## src/sv/sgi_div.sv

```systemverilog
// Pipelined restoring divider, one quotient bit per stage, with sideband carried along.
module sgi_div #(
    parameter int NW = 51,
    parameter int DW = 34,
    parameter int QW = 17,
    parameter int SW = 19
) (
    input  logic          i_clk,
    input  logic          i_rst_n,
    input  logic          i_en,
    input  logic          i_valid,
    input  logic [NW-1:0] i_num,
    input  logic [DW-1:0] i_den,
    input  logic [SW-1:0] i_side,
    output logic          o_valid,
    output logic [QW-1:0] o_quo,
    output logic [SW-1:0] o_side
);
    logic          r_vld  [QW];
    logic [NW-1:0] r_rem  [QW];
    logic [QW-1:0] r_quo  [QW];
    logic [DW-1:0] r_dv   [QW];
    logic [SW-1:0] r_side [QW];

    for (genvar k = 0; k < QW; k++) begin : g_stage
        logic          v_in;
        logic [NW-1:0] rem_in, dsh, n_rem;
        logic [QW-1:0] q_in, n_quo;
        logic [DW-1:0] dv_in;
        logic [SW-1:0] side_in;

        if (k == 0) begin : g_first
            assign v_in    = i_valid;
            assign rem_in  = i_num;
            assign q_in    = '0;
            assign dv_in   = i_den;
            assign side_in = i_side;
        end else begin : g_next
            assign v_in    = r_vld[k-1];
            assign rem_in  = r_rem[k-1];
            assign q_in    = r_quo[k-1];
            assign dv_in   = r_dv[k-1];
            assign side_in = r_side[k-1];
        end

        always_comb begin
            dsh   = {{(NW-DW){1'b0}}, dv_in} << (QW - 1 - k);
            n_rem = rem_in;
            n_quo = q_in;
            if (rem_in >= dsh) begin
                n_rem = rem_in - dsh;
                n_quo[QW-1-k] = 1'b1;
            end
        end

        always_ff @(posedge i_clk) begin
            if (!i_rst_n) begin
                r_vld[k] <= 1'b0;
            end else if (i_en) begin
                r_vld[k] <= v_in;
            end
        end

        always_ff @(posedge i_clk) begin
            if (i_en) begin
                r_rem[k]  <= n_rem;
                r_quo[k]  <= n_quo;
                r_dv[k]   <= dv_in;
                r_side[k] <= side_in;
            end
        end
    end

    assign o_valid = r_vld[QW-1];
    assign o_quo   = r_quo[QW-1];
    assign o_side  = r_side[QW-1];

endmodule

```

## config.mk

```make
export PLATFORM = sky130hd
export DESIGN_NAME = sgi_div
export DESIGN_NICKNAME = d
export VERILOG_FILES = /design/src/sv/sgi_div.sv
export SDC_FILE = /design/constraint.sdc
export NUM_CORES = 2
export LEC_CHECK = 0
export BUFFER_PORTS_ARGS = -buffer_cell sky130_fd_sc_hd__buf_2
export CORE_ASPECT_RATIO = 1.25
export CORE_MARGIN = 1.5
export CORE_UTILIZATION = 60
export DETAILED_ROUTE_END_ITERATION = 6
export GPL_TIMING_DRIVEN = 0
export PLACE_DENSITY_LB_ADDON = 0.1
export SETUP_SLACK_MARGIN = 0.5
export SLEW_MARGIN = 0
export SYNTH_ARGS = -nofsm -noshare
export SYNTH_HDL_FRONTEND = slang
export SYNTH_SLANG_ARGS = --single-unit
```

## constraint.sdc

```tcl
create_clock -name i_clk -period 7.7 [get_ports i_clk]
set_clock_uncertainty 0.2 [all_clocks]
set_input_delay 0 -clock i_clk [delete_from_list [all_inputs] [get_ports i_clk]]
set_output_delay 0 -clock i_clk [all_outputs]
set_load 0.02 [all_outputs]
```

# [Word-level counts from Yosys, hierarchy flattened]
# Memory sizes are Yosys's and may differ from the RTL's.
# Cells that the tools add are included.
[word_totals] ramBits=2074 input_bits=108 memories=5 wordCells=112 ff_bits=0
[mem_list] name="r_rem" depth=17 width=51 read_ports=16 rd_ports_with_merged_regs=0 wr=17 line="20" text="logic [NW-1:0] r_rem [QW];"
[mem_list] name="r_dv" depth=17 width=34 read_ports=16 rd_ports_with_merged_regs=0 wr=17 line="22" text="logic [DW-1:0] r_dv [QW];"
[mem_list] name="r_side" depth=17 width=19 read_ports=17 rd_ports_with_merged_regs=0 wr=17 line="23" text="logic [SW-1:0] r_side [QW];"
[mem_list] name="r_quo" depth=17 width=17 read_ports=17 rd_ports_with_merged_regs=0 wr=17 line="21" text="logic [QW-1:0] r_quo [QW];"
[mem_list] name="r_vld" depth=17 width=1 read_ports=17 rd_ports_with_merged_regs=0 wr=17 line="19" text="logic r_vld [QW];"
[op_classes] add_sub_neg=17 magnitude_cmp=17 mux=56 n_bitwise=17
[op_table] cell="$mux W51" n=17
[op_table] cell="$ge A51 B34 Y1" n=1
[op_table] cell="$ge A51 B35 Y1" n=1
[op_table] cell="$ge A51 B36 Y1" n=1
[op_table] cell="$ge A51 B37 Y1" n=1
[op_table] cell="$ge A51 B38 Y1" n=1
[op_table] cell="$ge A51 B39 Y1" n=1
[op_table] cell="$ge A51 B40 Y1" n=1
[op_table] cell="$ge A51 B41 Y1" n=1
[op_table] cell="$ge A51 B42 Y1" n=1
[op_table] cell="$ge A51 B43 Y1" n=1
[op_table] cell="$ge A51 B44 Y1" n=1
[op_table] cell="$ge A51 B45 Y1" n=1
[op_table] cell="$ge A51 B46 Y1" n=1
[op_table] cell="$ge A51 B47 Y1" n=1
[op_table] cell="$ge A51 B48 Y1" n=1
[op_table] cell="$ge A51 B49 Y1" n=1
[op_table] cell="$ge A51 B50 Y1" n=1
[op_table] cell="$sub A51 B34 Y51" n=1
[op_table] cell="$sub A51 B35 Y51" n=1
[op_table] cell="$sub A51 B36 Y51" n=1
[op_table] cell="$sub A51 B37 Y51" n=1
[op_table] cell="$sub A51 B38 Y51" n=1
[op_table] cell="$sub A51 B39 Y51" n=1
[op_table] cell="13 further kinds" n=67

# [Logic depth before layout (Yosys ltp)]
[logic_depth] depth_word=4 mapped_depth=17 mapped_depth_nobuf=15

# [Worst setup path before layout]
# Ideal clock, no wire load.
[synth_timing] path_kind="reg2reg" startpoint="memory r_rem[0][15]" endpoint="memory r_rem[1][36], in the netlist r_rem[0][87], data pin" slack_ns=4.028 arrival_ns=3.210 synth_period_minus_slack_ns=3.672 path_stages_with_launch=14 path_buffers=1 setup_time_ns=0.262 path_cell_list="edfxtp_1 inv_1 ha_1 inv_1 fa_1 a21o_1 a221oi_2 a211oi_2 o221a_2 o31ai_2 o221ai_2 a31oi_4 buf_2 mux2_1"
[synth_lines] item="start, declared" line="20"

==> flow_metrics.tcl <==
set metrics [dict create \
    timing.final.hold_violations 0 \
    clock-root-buffer "sky130_fd_sc_hd__clkbuf_16" \
    totalNegativeSetupSlack_ps 0 \
    asyncSetResetFlopFracSynth 0 \
    p_leak_nw 42.8 \
    synth-main-ff-cell "sky130_fd_sc_hd__edfxtp_1" \
    via_count_of_the_routed_design 67600 \
    pin_count 145 \
    drv_slew 0 \
    horizontal_die_dimension_um 364 \
    first_global_vias 70500 \
    hp-class "in2reg" \
    fp-row-count 165 \
    yosys_register_bits 1853 \
    path_class "reg2reg" \
    ys.warnings.count 0 \
    ys_top_cells_by_count "sky130_fd_sc_hd__edfxtp_1, sky130_fd_sc_hd__nand2_1, sky130_fd_sc_hd__inv_1" \
    synth.distinct_cells 118 \
    most_frequent_cell_after_synthesis "sky130_fd_sc_hd__edfxtp_1" \
    grt_use_total 0.303 \
    floorplan.initialDensity 0.603 \
    layout-drive-gt1-share 0.0699 \
    port-buffer-count 144 \
    min_delay_worst_endpoint "r_rem[0][16]$_DFFE_PP_" \
    drt-wirelength-per-cell_um 22.0 \
    synthesis.instances 8487 \
    register_area_mm2 0.0556 \
    worst_ir_drop_vdd_mv 0.320 \
    regToRegSetupSlack_ps 1880 \
    grt_first_pass_wirelength_um 378000 \
    gp_congestion 1.08 \
    regToRegStartpoint "r_rem[0][267]$_DFFE_PP_" \
    cts_tree "done" \
    postCtsSetupBuffers 0 \
    status "complete, but fails checks" \
    fp.dieH_um 454 \
    synth-xor-area-share 0.0534 \
    cellPowerDensity_mw_per_mm2 362 \
    antenna_left 0 \
    number_of_flops_mapped_to_enable_cells_by_yosys 1852 \
    holdBufCountCts 247 \
    synthesized_area_fraction_occupied_by_and_or_nand_nor_cells 0.107 \
    worst_ep_required_time_ps 8030 \
    multi_input_comb_area_mm2 0.0381 \
    clk-insertion-delay-late_ps 840 \
    maxCapViolCount 0 \
    clkSinkCount 1853 \
    fp.coreArea_mm2 0.162 \
    report.final.setup_viol 0 \
    synth.mux.area_fraction 0.00728 \
    clock_tree.htree_level_count 4 \
    grt_setup_unrepaired "no" \
    grt_start_max_net_pins 192 \
    holdPathStages 5 \
    worst_setup_path_start_kind "register" \
    worstRegToRegCells 11 \
    reg2reg_to "r_rem[0][347]$_DFFE_PP_" \
    slew_headroom 0.134 \
    drt_first_pass_iters 7 \
    post_cts.resized_instances 0 \
    synth_area_leaders "sky130_fd_sc_hd__edfxtp_1, sky130_fd_sc_hd__ha_1, sky130_fd_sc_hd__o21ai_0, sky130_fd_sc_hd__a21oi_1, sky130_fd_sc_hd__nand2_1" \
    areaGrowthSynthToFinish_pct 12.3 \
    crit_start "r_rem[0][267]$_DFFE_PP_" \
    post-dp-hpwl_um 187000 \
    mappedNetlistArea_mm2 0.0975 \
    yosys.area.top_type "sky130_fd_sc_hd__edfxtp_1" \
    post-route-util 0.677 \
    synthDominantCellAreaShare 0.570 \
    finish.net_count 9782 \
    ys_seq_area_frac 0.571 \
    fillers 11500 \
    drtIter0Drc 3699 \
    hold_path.startpoint "i_num[16]" \
    timing.critical_path.arrival_ps 6150 \
    cp-end-kind "register" \
    period_minus_slack_ps 5820 \
    mean_number_of_vias_per_cell 5.93 \
    synth_adder_area_share 0.0775 \
    fmax_mhz 172 \
    synth_compound_area_frac 0.145 \
    die_outline_area_mm2 0.165 \
    wl_um 250000 \
    grt-ovfl-total 0 \
    synth_fp_nets 9189 \
    critical_path.max_fanout 10 \
    remaining_drc_errors 1 \
    timing_worst_slew_pin_value_ps 1290 \
    violations_in_the_final_reports "design-rule violations" \
    clk_path_buf_depth 3 \
    syn_area_per_cell_um2 11.5 \
    initial_antenna_violation_count 6 \
    cts_buffers 182 \
    post-route-period-util 0.756 \
    cts.reportedPaths.clkPinSlew_ps 70 \
    combinational_family_with_the_most_area_after_synthesis "compound AO/OA/AOI/OAI gates" \
    timing.hold.ws_ps 185 \
]
layout make-up:
cell class | count | area share
Sequential cell | 1853 | 0.508
Multi-Input combinational cell | 5642 | 0.348
Clock buffer | 220 | 0.0429
Timing Repair Buffer | 409 | 0.0325
Inverter | 732 | 0.0251
Tap cell | 2171 | 0.0248
Buffer | 260 | 0.00988
Clock inverter | 113 | 0.00916
Antenna cell | 3 | 0.0000686
cell families (layout without fill, tap and decap cells):
| kind of cell | after synthesis | count (layout) |
|---|---|---|
| mux | 64 | 64 |
| other cells | 0 | 3 |
| xor+xnor | 594 | 594 |
| simple gates | 2149 | 2149 |
| flops | 1853 | 1853 |
| compound gates | 2241 | 2241 |
| fa+ha+maj | 594 | 594 |
| buf+inv | 992 | 1734 |
routing by layer:
layer  global-route usage  up-vias  share of wire
met2                0.627     2139           0.57
met4                0.280        0           0.11
met5                    0        -              0
met1                0.231    32100           0.29
li1                     -    32500              -
met3               0.0344      953          0.030
where the power goes:
part	switching, mW	total [mW]	internal, mW
logic	9.51	15.8	6.26
clock network	3.83	8.52	4.68
registers	1.24	15.3	14.1
total	14.6	39.6	25.0
metrics by stage:
stage	worst slack (ps)	std cells	cell area (um^2)	total power, mW
2_1_floorplan	4030	8487	97500	26.4
6_report	1880	11400	110000	39.6
5_1_grt	1860	11400	110000	41.8
3_3_place_gp	-20980	10800	101000	30.8
3_5_place_dp	2000	10800	101000	30.7
4_1_cts	1970	11400	109000	39.4
worst max-delay path by stage:
stage | end | slack, ps | cells after the start
floorplan | r_rem[0][87]$_DFFE_PP_ | 4030 | 13
global route | r_rem[0][347]$_DFFE_PP_ | 1860 | 11
CTS | r_rem[0][347]$_DFFE_PP_ | 1970 | 11
global placement | r_dv[0][511]$_DFFE_PP_ | -20980 | 1
finish | r_rem[0][347]$_DFFE_PP_ | 1880 | 11
detailed placement | r_rem[0][347]$_DFFE_PP_ | 2000 | 11
state kept, by name, summed over array words and instances (netlist names):
name	flops
r_vld	17
r_dv	544
r_quo	153
r_side	323
r_rem	816
placed cells by master (no fill, tap or decap), types with 25 or more instances in the layout:
master,instances
sky130_fd_sc_hd__o21bai_1,78
sky130_fd_sc_hd__clkinv_2,32
sky130_fd_sc_hd__ha_1,578
sky130_fd_sc_hd__nand3_1,131
sky130_fd_sc_hd__nand4_1,120
sky130_fd_sc_hd__edfxtp_1,1852
sky130_fd_sc_hd__and3_1,64
sky130_fd_sc_hd__o21ai_1,34
sky130_fd_sc_hd__xor2_1,279
sky130_fd_sc_hd__inv_1,726
sky130_fd_sc_hd__a211oi_1,62
sky130_fd_sc_hd__nor2b_1,72
sky130_fd_sc_hd__xnor2_1,315
sky130_fd_sc_hd__a21o_1,340
sky130_fd_sc_hd__o21a_1,65
sky130_fd_sc_hd__nor4_1,75
sky130_fd_sc_hd__clkbuf_16,182
sky130_fd_sc_hd__or4_1,26
sky130_fd_sc_hd__o211ai_1,29
sky130_fd_sc_hd__o31ai_1,51
sky130_fd_sc_hd__nor2_1,429
sky130_fd_sc_hd__clkbuf_1,221
sky130_fd_sc_hd__nor3_1,127
sky130_fd_sc_hd__nand2b_1,93
sky130_fd_sc_hd__a31oi_1,65
sky130_fd_sc_hd__or3_1,44
sky130_fd_sc_hd__mux2_2,44
sky130_fd_sc_hd__nand2_1,791
sky130_fd_sc_hd__a21oi_1,598
sky130_fd_sc_hd__clkinv_1,42
sky130_fd_sc_hd__and2_1,26
sky130_fd_sc_hd__or2_2,25
sky130_fd_sc_hd__o21ai_0,655
sky130_fd_sc_hd__buf_2,205
sky130_fd_sc_hd__dlygate4sd3_1,247
worst max-delay path: stages (launching register included):
cell and delay (ps):
sky130_fd_sc_hd__edfxtp_1 400, sky130_fd_sc_hd__ha_1 380, sky130_fd_sc_hd__o21ai_0 180, sky130_fd_sc_hd__a21oi_1 100, sky130_fd_sc_hd__o21ai_1 330, sky130_fd_sc_hd__o21ai_1 200
sky130_fd_sc_hd__a31oi_1 850, sky130_fd_sc_hd__o22ai_1 390, sky130_fd_sc_hd__a31oi_1 990, sky130_fd_sc_hd__buf_2 460, sky130_fd_sc_hd__clkbuf_1 750, sky130_fd_sc_hd__o21ai_0 260
Power figures use the tool's default switching activity.
